File: src/rtl/core/tpt_pkg.sv
// ----------------------------------------------------------------------------
// tpt_pkg
// Shared types and constants of the trapezoid path timing unit.
// ----------------------------------------------------------------------------
package tpt_pkg;

  localparam int CfgW = 23;

  localparam logic [1:0] REG_CRUISE   = 2'd0;
  localparam logic [1:0] REG_MIN_STEP = 2'd1;
  localparam logic [1:0] REG_ACCEL    = 2'd2;

  localparam logic [22:0] CRUISE_RST   = 23'd131072;
  localparam logic [19:0] MIN_STEP_RST = 20'd3277;
  localparam logic [22:0] ACCEL_RST    = 23'd98304;

  // 0.1 in Q16.16
  localparam logic [31:0] SPEED_FLOOR = 32'd6554;

  // One stored waypoint: position, quaternion and length of incoming segment
  typedef struct packed {
    logic [2:0][31:0] pos;
    logic [3:0][15:0] att;
    logic [31:0]      len;
  } tpt_entry_t;

  typedef enum logic [4:0] {
    ST_IDLE,
    ST_LD_SQ,
    ST_LD_ROOT,
    ST_LD_RWAIT,
    ST_LD_WR,
    ST_CL_CHK,
    ST_CL_VV,
    ST_CL_DIV,
    ST_CL_DWAIT,
    ST_EM_RD0,
    ST_EM_LAT0,
    ST_EM_RD,
    ST_EM_LAT,
    ST_EM_CUM,
    ST_EM_SPD,
    ST_EM_ROOT,
    ST_EM_RWAIT,
    ST_EM_VEL,
    ST_EM_VMUL,
    ST_EM_VDIV,
    ST_EM_VWAIT,
    ST_EM_SDIV,
    ST_EM_SWAIT,
    ST_EM_OUT
  } tpt_state_t;

endpackage

File: src/rtl/core/tpt_div.sv
// ----------------------------------------------------------------------------
// tpt_div
// Restoring divider, 64-bit dividend by nonzero 32-bit divisor, one
// quotient bit per cycle.
// ----------------------------------------------------------------------------
module tpt_div
  import tpt_pkg::*;
(
  input  logic        clk,
  input  logic        rst_n,
  input  logic        start,
  input  logic [63:0] dividend,
  input  logic [31:0] divisor,
  output logic        busy,
  output logic [63:0] quotient
);

  logic [63:0] q_r;
  logic [31:0] rem_r;
  logic [31:0] den_r;
  logic [5:0]  cnt_r;
  logic        busy_r;

  logic [32:0] cand;
  logic        take;

  assign cand = {rem_r, q_r[63]};
  assign take = (cand >= {1'b0, den_r});

  always_ff @(posedge clk) begin
    if (!rst_n) begin
      busy_r <= 1'b0;
      cnt_r  <= '0;
    end else if (start) begin
      busy_r <= 1'b1;
      cnt_r  <= '0;
    end else if (busy_r) begin
      cnt_r <= cnt_r + 6'd1;
      if (cnt_r == 6'd63) begin
        busy_r <= 1'b0;
      end
    end
  end

  always_ff @(posedge clk) begin
    if (start) begin
      q_r   <= dividend;
      rem_r <= '0;
      den_r <= divisor;
    end else if (busy_r) begin
      if (take) begin
        rem_r <= 32'(cand - {1'b0, den_r});
      end else begin
        rem_r <= cand[31:0];
      end
      q_r <= {q_r[62:0], take};
    end
  end

  assign busy     = busy_r;
  assign quotient = q_r;

endmodule

File: config.mk
export PLATFORM = sky130hd
export DESIGN_NAME = tpt_div
export DESIGN_NICKNAME = d
export VERILOG_FILES = /design/src/rtl/core/tpt_pkg.sv /design/src/rtl/core/tpt_div.sv
export SDC_FILE = /design/constraint.sdc
export NUM_CORES = 1
export LEC_CHECK = 0
export ABC_AREA = 1
export BUFFER_PORTS_ARGS = -buffer_cell sky130_fd_sc_hd__buf_2
export CAP_MARGIN = 20
export CELL_PAD_IN_SITES_DETAIL_PLACEMENT = 2
export CELL_PAD_IN_SITES_GLOBAL_PLACEMENT = 2
export CORE_ASPECT_RATIO = 1.1
export CORE_UTILIZATION = 34
export DETAILED_ROUTE_END_ITERATION = 12
export HOLD_SLACK_MARGIN = 0.08
export MAX_ROUTING_LAYER = met4
export PLACE_DENSITY_LB_ADDON = 0.1
export SLEW_MARGIN = 0
export SYNTH_ARGS = -nofsm -noshare
export SYNTH_HDL_FRONTEND = slang
export SYNTH_SLANG_ARGS = --single-unit
export TNS_END_PERCENT = 100
File: constraint.sdc
create_clock -name clk -period 8.8 [get_ports clk]
set_clock_uncertainty 0.15 [all_clocks]
set_input_delay 1.76 -clock clk [delete_from_list [all_inputs] [get_ports clk]]
set_output_delay 1.76 -clock clk [all_outputs]
set_load 0.005 [all_outputs]
==> results.toml, run 1 <==
[global_routing]
grt_max_degree = 65
grt_pass1_wl_mm = 44.2
grt_pass1_vias = 8516
grtUsageTotal_pct = 24.4
grt_overflow_total = 0
antenna_found_initial = 3

[power]
p_sw_mw = 0.475
max-vdd-ir-drop_uv = 101
p_sw_share_pct = 27.8
p_int_mw = 1.24
powerDensity_nw_per_um2 = 175
combPwrFrac_pct = 11.8
power.share.clock_pct = 43.8
seq_power_share_pct = 44.4
power_leakage_nw = 5.17

[layout]
multiInputGateArea_um2 = 3620
fin_util_pct = 42.4
nets = 1397
fillers = 2812
final_layout_size_suffix_gt1_share_pct = 17.6
ff_latch_area_um2 = 3660
area.growth.synth_to_final_pct = 20.9

[detailed_routing]
wl_per_cell_um = 17.7
ant_nets = 0
wl_mm = 27.9
viasPerCell = 4.91
first_iter_violations = 250
drc = 0
firstDrtPassIters = 4
vias = 7760

[run_status]
status = "complete, no violations"

[clocking]
cts_tree = "built"
clkTransAtPathRegs_ps = 60
htreeDepth = 4
cts-root-buf = "clkbuf_16"
clock_sinks = 135
cts_buffers = 17
ctsHoldBuffers = 0
cts_resized = 0
cts_setup_buffers = 0
clkLatencyLatePin_ps = 440
clockBufferDepth = 2

[logic_synthesis]
ys_types = 34
syn_area_um2 = 8090
async_flop_share_pct = 0
yosysMostFrequentCell = "nand2_1"
ys_ff_latch = 135
synth_top_area_share_pct = 35.6
syn_nets = 1239
synthCells = 1106
ys.flop_type = "edfxtp_1"
synthTopCellsByCount = "nand2_1 (498), inv_1 (176), edfxtp_1 (96)"
synth_top_area_cell = "edfxtp_1"
synth-warning-count = 0
synth_edf_count = 96
synth.avg_cell_area_um2 = 7.32
yosysSeqAreaShare_pct = 45.3
ys_top_cells_by_area = "edfxtp_1 (36%), nand2_1 (23%), dfxtp_1 (9.6%)"

[floorplanning]
initial_utilization_pct = 35.1
rows = 58
core_area_um2 = 23100
die_area_um2 = 24400
pin_count = 164
die_x_um = 149
die_h_um = 164

[run]
drv_cap = 0

[setup_path]
arrival_ps = 3470
worstPathCellList = "buf_4 > nor2_1 > clkinv_2 > buf_4"
cp_max_fo = 64
cp-start-kind = "input pin"
path_common_cell = "buf_4"
cp_slowest_cell = "buf_4"
cp_slowest_stage_delay_ps = 730
crit_path_end_kind = "register"
required_ps = 8700
path_class = "in -> reg"

[timing]
setup-violations-final = 0
holdWs_ps = 327
min_period_ps = 3570
max_freq_mhz = 280
maxSlewViolCount = 0
rsz0062_at_grt = "false"
slew-limit-headroom_pct = 26.6
fin_crit_sh_pct = 40.6
tightest_slew_ps = 1100
hold_viol_final = 0
setup_tns_ps = 0

[worst_hold_path]
holdCritPathClass = "reg -> reg"

[place]
hpwl_mm = 20.5
port_buffers = 163
routabilityCongestion = 0.867
worst max-delay path: cells and delay by family:
family	cells	cell delay (ps)
buffers and inverters	3	1490
AND/OR/NAND/NOR	1	150
cell families (layout without fill, tap and decap cells):
| kind of cell | count (synthesis) | after routing | synth area share [%] |
|---|---|---|---|
| flops | 135 | 135 | 45.3 |
| xor+xnor | 14 | 14 | 1.51 |
| buf+inv | 206 | 376 | 10.1 |
| compound gates | 48 | 48 | 3.23 |
| simple gates | 669 | 669 | 34.5 |
| other cells | 0 | 3 | 0 |
| fa+ha+maj | 34 | 34 | 5.35 |
layer usage:
metal / part of all wire, % / vias to the layer above / track usage, %
met4: 3.0 / 0 / 9.28
li1: - / 3756 / -
met2: 50 / 184 / 42.2
met3: 4.8 / 46 / 5.64
met1: 42 / 3774 / 27.2
met5: 0 / - / -
power by group through the flow:
| stage | Combinational [mW] | Sequential (mW) | Clock [mW] |
|---|---|---|---|
| CTS | 0.206 | 0.761 | 0.764 |
| global route | 0.226 | 0.766 | 0.785 |
| finish | 0.202 | 0.761 | 0.749 |
| floorplan | 0.102 | 0.770 | 0 |
| global placement | 0.194 | 0.771 | 0 |
| detailed placement | 0.204 | 0.772 | 0 |
state kept, by name (all words and copies together) (netlist names):
name	count
den_r	32
rem_r	32
busy	1
quotient	64
cnt_r	6
layout by cell type, fill, tap and decap left out, drive strengths merged:
cell,n
nand2,504
inv,185
buf,167
edfxtp,96
nand3,80
nor2,53
dfxtp,39
ha,33
a21oi,22
o21ai,22
nand3b,21
clkbuf,17
xnor2,13
nor3,4
diode,3
and2,3
clkinvlp,3
nand4,2
o21bai,2
and3,2
clkinv,2
bufinv,2
xor2,1
a311oi,1
a31oi,1
fa,1
per-stage QoR:
stage / instances / setup WS [ps] / instance area, um^2 / total power, mW
floorplan: 1106 / 4230 / 8090 / 0.872
global placement: 1544 / 4790 / 9170 / 0.965
detailed placement: 1545 / 4760 / 9190 / 0.976
CTS: 1576 / 5200 / 9780 / 1.73
global route: 1579 / 5080 / 9780 / 1.78
finish: 1579 / 5230 / 9780 / 1.71
layout make-up:
class | instances | area share [%]
antenna | 3 | 0.0767
clock buffer | 17 | 4.35
clock inverter | 14 | 1.66
inverter | 178 | 6.84
multi-input combinational | 765 | 37.0
sequential | 135 | 37.4
tap | 300 | 3.84
timing repair buffer | 167 | 8.80
path summary, 6_finish.rpt:
kind | startpoint | end | slack, ps | cells past startpoint
min reg2reg | rem_r[20] | rem_r[20] | 330 | 2
max reg2reg | den_r[17] | rem_r[1] | 5300 | 13
min | rem_r[20] | rem_r[20] | 330 | 2
max | start | quotient[56] | 5230 | 4
Power figures use the tool's default switching activity.
==> run 2, diff against run 1 <==
--- a/config.mk
+++ b/config.mk
@@ -11,7 +11,7 @@
 export CELL_PAD_IN_SITES_DETAIL_PLACEMENT = 2
 export CELL_PAD_IN_SITES_GLOBAL_PLACEMENT = 2
 export CORE_ASPECT_RATIO = 1.1
-export CORE_UTILIZATION = 34
+export CORE_UTILIZATION = 28
 export DETAILED_ROUTE_END_ITERATION = 12
 export HOLD_SLACK_MARGIN = 0.08
 export MAX_ROUTING_LAYER = met4
==> constraint.sdc (replaced) <==
create_clock -name clk -period 3.14 [get_ports clk]
set_clock_uncertainty 0.15 [all_clocks]
set_input_delay 0.628 -clock clk [delete_from_list [all_inputs] [get_ports clk]]
set_output_delay 0.628 -clock clk [all_outputs]
set_load 0.005 [all_outputs]
==> run 2 against run 1 <==
Hold slack got worse by 120 ps. Combinational power increased to 2.8 times the previous value. Utilization decreased by 7.1 points. Sequential share of layout area decreased by 0.57 points. Total power increased to 2.8 times the previous value. Sequential cell count unchanged. Clock power increased to 2.8 times the previous value. Register-to-register slack got worse by 4800 ps. Sequential power increased to 2.8 times the previous value. Critical endpoint is now rem_r[14]. Critical path depth increased by 9.
==> results.toml, run 2 (same netlist as run 1, synthesis figures left out) <==
[worst_hold_path]
hold_depth = 1
holdCritPathClass = "in -> reg"

[setup_path]
crit_cells = 13
path_class = "reg -> reg"
ff2ff_path_depth = 13
arrival_ps = 2800
worstPathCellList = "inv_1 > ha_1 > nand2_2 > nor2_2 > nand3_1 > nand3_2 > nand2_2 > nand2_2 > nand2_4 > nand2_4 > nand2_1 > nand3_1 > o21ai_1"
path_common_cell = "nand2_2"
cp_slowest_cell = "nand2_4"
required_ps = 3310
crit_path_end_kind = "register"
crit_buf_inv = 1
cp-start-kind = "register"
crit_family = "simple AND/OR/NAND/NOR gates"
cp_max_fo = 32
cp_slowest_stage_delay_ps = 430

[floorplanning]
die_h_um = 180
initial_utilization_pct = 28.8
core_area_um2 = 28100
die_area_um2 = 29600
pin_count = 164
rows = 64
die_x_um = 164

[clocking]
clkTransAtPathRegs_ps = 70
cts-root-buf = "clkbuf_16"
clockBufferDepth = 2
cts_buffers = 17
ctsHoldBuffers = 0
cts_tree = "built"
cts_resized = 0
cts_setup_buffers = 0
clock_sinks = 135
clkLatencyLatePin_ps = 440
htreeDepth = 4

[run]
drv_cap = 0

[detailed_routing]
firstDrtPassIters = 4
ant_nets = 0
first_iter_violations = 217
wl_mm = 27.2
wl_per_cell_um = 16.4
vias = 7538
viasPerCell = 4.56
drc = 0

[timing]
max_freq_mhz = 380
setup_tns_ps = 0
slew-limit-headroom_pct = 38.9
min_period_ps = 2630
hold_viol_final = 0
fin_crit_sh_pct = 83.9
setup-violations-final = 0
maxSlewViolCount = 0
rsz0062_at_grt = "false"
tightest_slew_ps = 917

[layout]
final_layout_size_suffix_gt1_share_pct = 17.9
fillers = 3391
final_common_cell = "nand2_1"
finalNonFillerCells = 1654
area.growth.synth_to_final_pct = 22.7
final_cell_mix = "nand2_1 (498), inv_1 (175), buf_2 (162)"
largest_reg_flops = 64
nets = 1404

[global_routing]
grt_max_degree = 78
grt_pass1_vias = 8317
grtUsageTotal_pct = 19.7
grt_overflow_total = 0
antenna_found_initial = 6
grt_pass1_wl_mm = 43.2

[place]
hpwl_mm = 20.7
port_buffers = 163
dp.cells = 1615
routabilityCongestion = 0.850

[power]
max-vdd-ir-drop_uv = 255
powerDensity_nw_per_um2 = 483
power_leakage_nw = 5.21

[run_status]
status = "complete, no violations"
==> run 2: cell types whose count changed in the layout (fill, tap and decap cells not counted), sizes merged, moves of 2 or more <==
| cell | change |
|---|---|
| clkbuf | +3 |
| clkinv | +5 |
| clkinvlp | -2 |
| diode | +4 |
| inv | -6 |
| buf | +7 |
==> run 2: cell type report <==
type	count	area, um^2	share of cell area, %
clock inverters	12	153	1.54
repair buffers	174	926	9.32
inverters	178	669	6.74
diodes	7	17.5	0.176
clock buffers	20	437	4.40
flip-flops and latches	135	3660	36.9
well taps	363	454	4.57
multi-input cells	765	3610	36.4
==> run 2: final timing paths <==
| check | from | slack, ps | to |
|---|---|---|---|
| min | divisor[21] | 210 | den_r[21] |
| max | den_r[8] | 510 | rem_r[14] |
| min reg2reg | cnt_r[5] | 330 | cnt_r[5] |
| max reg2reg | den_r[8] | 510 | rem_r[14] |
==> run 2: routing by layer <==
layer  global-route usage, %  share of wire, %  up-vias
met5                       -                 0        -
met4                    4.70               1.0        0
met3                    5.66               5.5       15
met2                    33.2                49      147
met1                    22.7                45     3605
li1                        -                 -     3771
==> run 2: through the flow <==
stage	power, mW	setup slack, ps	hold WS [ps]	cell area, um^2	util (%)
after floorplan	2.44	634	289	8100	-
after global placement	2.73	520	300	9330	33.2
after detailed placement	2.74	468	321	9330	33.2
after CTS	4.88	436	193	9920	35.3
after global routing	5.03	269	194	9930	35.3
final	4.80	506	212	9930	35.3
==> run 2: power by group <==
part           switching (mW)  total (mW)  internal [mW]
sequential             0.0599        2.12           2.06
combinational           0.346       0.565          0.219
clock                   0.860        2.11           1.25
total                    1.27        4.80           3.53
