--- src/rtl/core/tpt_pkg.sv ---
// ----------------------------------------------------------------------------
// tpt_pkg
// Shared types and constants of the trapezoid path timing unit.
// ----------------------------------------------------------------------------
package tpt_pkg;

  localparam int CfgW = 23;

  localparam logic [1:0] REG_CRUISE   = 2'd0;
  localparam logic [1:0] REG_MIN_STEP = 2'd1;
  localparam logic [1:0] REG_ACCEL    = 2'd2;

  localparam logic [22:0] CRUISE_RST   = 23'd131072;
  localparam logic [19:0] MIN_STEP_RST = 20'd3277;
  localparam logic [22:0] ACCEL_RST    = 23'd98304;

  // 0.1 in Q16.16
  localparam logic [31:0] SPEED_FLOOR = 32'd6554;

  // One stored waypoint: position, quaternion and length of incoming segment
  typedef struct packed {
    logic [2:0][31:0] pos;
    logic [3:0][15:0] att;
    logic [31:0]      len;
  } tpt_entry_t;

  typedef enum logic [4:0] {
    ST_IDLE,
    ST_LD_SQ,
    ST_LD_ROOT,
    ST_LD_RWAIT,
    ST_LD_WR,
    ST_CL_CHK,
    ST_CL_VV,
    ST_CL_DIV,
    ST_CL_DWAIT,
    ST_EM_RD0,
    ST_EM_LAT0,
    ST_EM_RD,
    ST_EM_LAT,
    ST_EM_CUM,
    ST_EM_SPD,
    ST_EM_ROOT,
    ST_EM_RWAIT,
    ST_EM_VEL,
    ST_EM_VMUL,
    ST_EM_VDIV,
    ST_EM_VWAIT,
    ST_EM_SDIV,
    ST_EM_SWAIT,
    ST_EM_OUT
  } tpt_state_t;

endpackage

--- src/rtl/core/tpt_sqrt.sv ---
// ----------------------------------------------------------------------------
// tpt_sqrt
// Iterative integer square root, 64-bit radicand, one root bit per cycle.
// ----------------------------------------------------------------------------
module tpt_sqrt
  import tpt_pkg::*;
(
  input  logic        clk,
  input  logic        rst_n,
  input  logic        start,
  input  logic [63:0] radicand,
  output logic        busy,
  output logic [31:0] root
);

  logic [63:0] rad_r;
  logic [33:0] rem_r;
  logic [31:0] root_r;
  logic [4:0]  cnt_r;
  logic        busy_r;

  logic [35:0] cand;
  logic [35:0] trial;
  logic        take;

  assign cand  = {rem_r, rad_r[63:62]};
  assign trial = {2'b00, root_r, 2'b01};
  assign take  = (cand >= trial);

  always_ff @(posedge clk) begin
    if (!rst_n) begin
      busy_r <= 1'b0;
      cnt_r  <= '0;
    end else if (start) begin
      busy_r <= 1'b1;
      cnt_r  <= '0;
    end else if (busy_r) begin
      cnt_r <= cnt_r + 5'd1;
      if (cnt_r == 5'd31) begin
        busy_r <= 1'b0;
      end
    end
  end

  always_ff @(posedge clk) begin
    if (start) begin
      rad_r  <= radicand;
      rem_r  <= '0;
      root_r <= '0;
    end else if (busy_r) begin
      rad_r <= {rad_r[61:0], 2'b00};
      if (take) begin
        rem_r  <= 34'(cand - trial);
        root_r <= {root_r[30:0], 1'b1};
      end else begin
        rem_r  <= cand[33:0];
        root_r <= {root_r[30:0], 1'b0};
      end
    end
  end

  assign busy = busy_r;
  assign root = root_r;

endmodule

--- config.mk ---
export PLATFORM = sky130hd
export DESIGN_NAME = tpt_sqrt
export DESIGN_NICKNAME = d
export VERILOG_FILES = /design/src/rtl/core/tpt_pkg.sv /design/src/rtl/core/tpt_sqrt.sv
export SDC_FILE = /design/constraint.sdc
export NUM_CORES = 1
export LEC_CHECK = 0
export ABC_CLOCK_PERIOD_IN_PS = 3540
export BUFFER_PORTS_ARGS = -buffer_cell sky130_fd_sc_hd__buf_2
export CORE_MARGIN = 10
export CORE_UTILIZATION = 43
export CTS_CLUSTER_DIAMETER = 100
export DETAILED_ROUTE_END_ITERATION = 8
export GPL_ROUTABILITY_DRIVEN = 1
export HOLD_SLACK_MARGIN = 0.02
export PLACE_DENSITY = 0.59
export REMOVE_ABC_BUFFERS = 1
export SYNTH_ARGS = -nofsm -noshare
export SYNTH_HDL_FRONTEND = slang
export SYNTH_SLANG_ARGS = --single-unit
--- constraint.sdc ---
create_clock -name clk -period 3.54 [get_ports clk]
set_input_delay 0.531 -clock clk [delete_from_list [all_inputs] [get_ports clk]]
set_output_delay 0.531 -clock clk [all_outputs]
set_load 0.01 [all_outputs]
==> flow_metrics.env, run 1 <==
export IMPL_status="completed"
export IMPL_grt_pass1_vias=5997
export IMPL_cts_root_buf="clkbuf_16"
export IMPL_tightest_slew_ps=722
export IMPL_h_tree_depth=4
export IMPL_routed_wl_mm=17.5
export IMPL_critPathTopFamily="compound AO/OA/AOI/OAI gates"
export IMPL_pre_cts_slack_ps=530
export IMPL_routed_via_density=5.40
export IMPL_synth_edff_count=64
export IMPL_crit_start="root[0]"
export IMPL_end_kind="flop"
export IMPL_critical_path_class="reg2reg"
export IMPL_core_um2=17800
export IMPL_place_congestion=0.927
export IMPL_finalSetupTns_ps=0
export IMPL_worstSkewPairLatency_ps=430
export IMPL_die_y_um=154
export IMPL_grt_pass1_wl_mm=29.6
export IMPL_p_per_area_nw_per_um2=816
export IMPL_synthArstFlopShare=0
export IMPL_ys_types=72
export IMPL_setup_viol_count_final=0
export IMPL_fin_crit_sh=0.862
export IMPL_p_leak_nw=3.66
export IMPL_instances_no_fill=1086
export IMPL_clockBufferDepth=2
export IMPL_cts_tree="yes"
export IMPL_critPathLaunchType="flop"
export IMPL_io_buffer_count=99
export IMPL_drtPass1Iterations=5
export IMPL_cts_hold_buf=0
export IMPL_relSlewSlack=0.506
export IMPL_final_net_count=947
export IMPL_place_hpwl_mm=12.6
export IMPL_placed_cell_area_um2=8410
export IMPL_critPathRequiredTime_ps=3870
export IMPL_syn_area_per_cell_um2=10.2
export IMPL_cts_sinks=136
export IMPL_synth_area_um2=7760
export IMPL_cts_repair_resized=0
export IMPL_grt_start_max_net_pins=92
export IMPL_min_period_ps=3050
export IMPL_dp_cells=1054
export IMPL_cpMaxStageDelayCell="a2111o_1"
export IMPL_numCtsBuffers=17
export IMPL_ant_nets=0
export IMPL_cts_reportedPaths_clkPinSlew_ps=60
export IMPL_crit_chain="inv_1 > ha_1 > and2b_1 > o2111ai_1 > a2111o_1 > a31oi_4 > or3_4 > nand2_2 > buf_4 > or3b_1 > a311oi_1"
export IMPL_hp_class="in2reg"
export IMPL_hold_viol=0
export IMPL_synth_seq_cells=136
export IMPL_die_width_um=154
export IMPL_cp_arrival_ps=3380
export IMPL_reg2reg_slack_ps=490
export IMPL_synth_top_flop_cell="dfxtp_1"
export IMPL_power_mw=7.35
export IMPL_rows=49
export IMPL_io_pins=100
export IMPL_die_area_um2=23800
export IMPL_max_stage_delay_ps=510
export IMPL_vias=5865
export IMPL_area_growth_pct=16.0
export IMPL_finClkSkew_ps=13.3
export IMPL_start_util=0.435
export IMPL_yosysWarnings=0
export IMPL_stdcell_area_um2=9000
export IMPL_hold_ws_ps=335
export IMPL_drive_gt1_frac=0.272
export IMPL_drt_wirelength_per_cell_um=16.1
export IMPL_clock_fmax_ghz=0.328
export IMPL_ys_seq_area_frac=0.433
export IMPL_maxSlewViolCount=0
export IMPL_drc=0
export IMPL_antenna_found_initial=1
export IMPL_track_usage=0.148
export IMPL_postCtsSetupRepairBufs=0
export IMPL_hp_start="rst_n"
export IMPL_grt_ovfl_total=0
export IMPL_critPathMaxFanout=19
export IMPL_vdd_drop_max_uv=1060
export IMPL_fin_util=0.505
export IMPL_setup_ws_ps=488
export IMPL_n_antenna_cell=0
export IMPL_grt_setup_unrepaired="false"
export IMPL_critPathBufInv=2
export IMPL_r2r_start="root[0]"
export IMPL_drt_iter0_drc=314
export IMPL_syn_inst=762
export IMPL_max_cap_violations=0
==> worst paths after layout <==
path / depth (start not counted) / to
hold reg to reg: 2 / rem_r[33]
setup / recovery: 11 / rem_r[18]
setup reg to reg: 11 / rem_r[18]
hold / removal: 2 / busy
==> flip-flops by register name, summed over array words and instances, names as in the netlist <==
| register | cells |
|---|---|
| rad_r | 64 |
| rem_r | 34 |
| busy | 1 |
| root | 32 |
| cnt_r | 5 |
==> layout by cell type, fill, tap and decap left out, drive strengths merged, types with 22 or more instances in the layout <==
cell / instances
buf: 107
ha: 36
a21oi: 31
mux2i: 36
nor2: 85
nand2: 62
edfxtp: 64
mux2: 64
a311oi: 22
inv: 53
dfxtp: 72
==> metal layers <==
metal  up-vias  share of wire  track usage
li1       2946              -            -
met1      2766           0.46        0.182
met2       127           0.46        0.232
met3        24          0.067       0.0577
met4         2          0.014       0.0544
met5         -        0.00040            0
==> logic make-up after synthesis <==
kind of cell | Yosys count | synth area share
compound gates | 150 | 0.156
xor+xnor | 23 | 0.0260
fa+ha+maj | 36 | 0.0580
buf+inv | 91 | 0.0501
flops | 136 | 0.433
mux | 100 | 0.139
simple gates | 226 | 0.137
==> cells in the mapped netlist (all sizes together) (5+ instances only) <==
cell     n  area, um^2
a211oi   6        57.6
a21o    16         120
a21oi   31         159
a311oi  22         293
a31oi    6        52.6
and2     5        33.8
and3     5        31.3
buf     16         108
clkbuf  28         105
dfxtp   72        1440
edfxtp  64        1920
ha      36         450
inv     47         176
mux2    64         721
mux2i   36         360
nand2   62         235
nand2b   6        37.5
nand3   15        75.1
nand4   16         106
nor2    85         319
nor2b    5        31.3
nor3     5        25.0
o21a     9        67.6
o21ai   20         100
o21bai   5        37.5
o221ai   5        43.8
or3      9        66.3
xnor2   13         114
xor2    10        87.6
==> final cells by class <==
cell class                 count  area [um^2]
timing repair buffer         107          571
multi-input combinational    535         4010
inverter                      47          176
sequential                   136         3370
tap                          229          287
fill                        1677         8840
clock buffer                  18          429
clock inverter                14          164
==> where the power goes <==
| part | internal [mW] | leakage, nW | switching [mW] |
|---|---|---|---|
| sequential | 1.87 | 1.23 | 0.141 |
| clock | 1.06 | 0.280 | 0.731 |
| combinational | 1.45 | 2.15 | 2.10 |
| total | 4.37 | 3.66 | 2.97 |
Power figures use the tool's default switching activity.
==> run 2: changes to the inputs <==
--- a/config.mk
+++ b/config.mk
@@ -7,6 +7,7 @@
 export LEC_CHECK = 0
 export ABC_CLOCK_PERIOD_IN_PS = 3540
 export BUFFER_PORTS_ARGS = -buffer_cell sky130_fd_sc_hd__buf_2
+export CORE_ASPECT_RATIO = 1.75
 export CORE_MARGIN = 10
 export CORE_UTILIZATION = 43
 export CTS_CLUSTER_DIAMETER = 100
==> flow_metrics.env, run 2 (synthesis results as in run 1) <==
export IMPL_rows=65
export IMPL_setup_viol_count_final=0
export IMPL_power_mw=7.37
export IMPL_ant_nets=0
export IMPL_drc=0
export IMPL_clock_fmax_ghz=0.319
export IMPL_vias=5891
export IMPL_die_y_um=198
export IMPL_numCtsBuffers=17
export IMPL_hp_class="in2reg"
export IMPL_hp_start="rst_n"
export IMPL_p_leak_nw=3.67
export IMPL_cts_reportedPaths_clkPinSlew_ps=70
export IMPL_hold_end="busy"
export IMPL_worstSkewPairLatency_ps=430
export IMPL_tightest_slew_ps=755
export IMPL_clockBufferDepth=2
export IMPL_r2r_start="root[0]"
export IMPL_r2r_cells=11
export IMPL_cts_tree="yes"
export IMPL_critPathMaxFanout=11
export IMPL_n_antenna_cell=0
export IMPL_regMostFlops="rad_r"
export IMPL_antenna_found_initial=0
export IMPL_largest_reg_flops=64
export IMPL_hold_path_depth=2
export IMPL_setup_ws_ps=410
export IMPL_layout_commonest_cell="buf_2"
export IMPL_final_net_count=950
export IMPL_track_usage=0.155
export IMPL_grt_setup_unrepaired="false"
export IMPL_finClkSkew_ps=17.4
export IMPL_maxSlewViolCount=0
export IMPL_routed_wl_mm=18.1
export IMPL_min_period_ps=3130
export IMPL_cts_hold_buf=0
export IMPL_status="completed"
export IMPL_cts_repair_resized=0
export IMPL_fin_crit_sh=0.884
export IMPL_cts_root_buf="clkbuf_16"
export IMPL_grt_pass1_wl_mm=30.5
export IMPL_start_util=0.434
export IMPL_p_per_area_nw_per_um2=817
export IMPL_routed_via_density=5.38
export IMPL_grt_start_max_net_pins=95
export IMPL_cpMaxStageDelayCell="a2111o_1"
export IMPL_pre_cts_slack_ps=422
export IMPL_end_kind="flop"
export IMPL_critPathRequiredTime_ps=3870
export IMPL_reg2reg_to="rem_r[11]"
export IMPL_crit_chain="inv_1 > ha_1 > and2b_1 > o2111ai_1 > a2111o_1 > a31oi_4 > or3_4 > nand2_2 > buf_4 > or3_1 > a311oi_2"
export IMPL_critical_path_class="reg2reg"
export IMPL_drive_gt1_frac=0.276
export IMPL_grt_pass1_vias=6104
export IMPL_drtPass1Iterations=4
export IMPL_io_buffer_count=99
export IMPL_place_hpwl_mm=13.4
export IMPL_max_stage_delay_ps=490
export IMPL_critPathLaunchType="flop"
export IMPL_vdd_drop_max_uv=526
export IMPL_max_cap_violations=0
export IMPL_hold_ws_ps=336
export IMPL_core_um2=17900
export IMPL_grt_ovfl_total=0
export IMPL_postCtsSetupRepairBufs=0
export IMPL_area_growth_pct=16.2
export IMPL_die_width_um=122
export IMPL_drt_iter0_drc=211
export IMPL_relSlewSlack=0.492
export IMPL_hold_viol=0
export IMPL_cp_arrival_ps=3460
export IMPL_io_pins=100
export IMPL_place_congestion=0.877
export IMPL_final_cell_mix="buf_2, nor2_1, dfxtp_1, mux2_2, edfxtp_1"
export IMPL_cts_sinks=136
export IMPL_die_area_um2=24000
export IMPL_h_tree_depth=4
export IMPL_drt_wirelength_per_cell_um=16.5
export IMPL_reg2reg_slack_ps=410
==> run 2: cell count changes in the layout (fill, tap and decap cells not counted), sizes merged <==
cell / previous run / this run
clkbuf: 18 / 17
bufinv: 2 / 1
buf: 107 / 110
clkinv: 3 / 5
==> run 2: where the power goes <==
| part | switching (mW) | leakage, nW | internal [mW] |
|---|---|---|---|
| Combinational | 2.12 | 2.17 | 1.53 |
| Clock | 0.738 | 0.273 | 0.979 |
| Sequential | 0.133 | 1.23 | 1.87 |
| Total | 2.99 | 3.67 | 4.37 |
==> run 2: through the flow <==
step	TNS [ps]	std cells	utilization	cell area [um^2]
after global routing	0	1094	0.504	9020
after floorplan	-72970	718	-	7550
final	0	1094	0.504	9020
after detailed placement	0	1062	0.472	8450
after global placement	0	1062	0.472	8450
after CTS	0	1094	0.504	9020
==> run 2: per-layer routing <==
layer | part of all wire | global-route usage | vias to the layer above
li1 | - | - | 2957
met1 | 0.38 | 0.167 | 2781
met2 | 0.54 | 0.276 | 127
met3 | 0.057 | 0.0482 | 26
met4 | 0.019 | 0.0576 | 0
met5 | 0 | 0 | -
==> run 2: final cells by class <==
type,count,area [um^2]
Timing Repair Buffer,110,606
Clock inverter,15,140
Clock buffer,17,425
Multi-Input combinational cell,535,4010
Fill cell,1691,8880
Tap cell,234,293
Inverter,47,176
Sequential cell,136,3370
==> run 2: worst max-delay path by stage <==
stage	startpoint	end	slack, ps	cells after the start
floorplan	busy	rad_r[0]	-1060	2
global placement	root[0]	rem_r[11]	500	11
detailed placement	root[0]	rem_r[11]	420	11
CTS	root[0]	rem_r[11]	390	11
global route	root[0]	rem_r[11]	170	11
finish	root[0]	rem_r[11]	410	11
==> run 2: critical path, delay by kind of cell (launching register included) <==
kind	cells	cell delay [ps]
DFF	1	380
adders and majority gates	1	350
and+or+nand+nor	4	870
AOI/OAI and AO/OA	4	1130
buffers and inverters	2	290
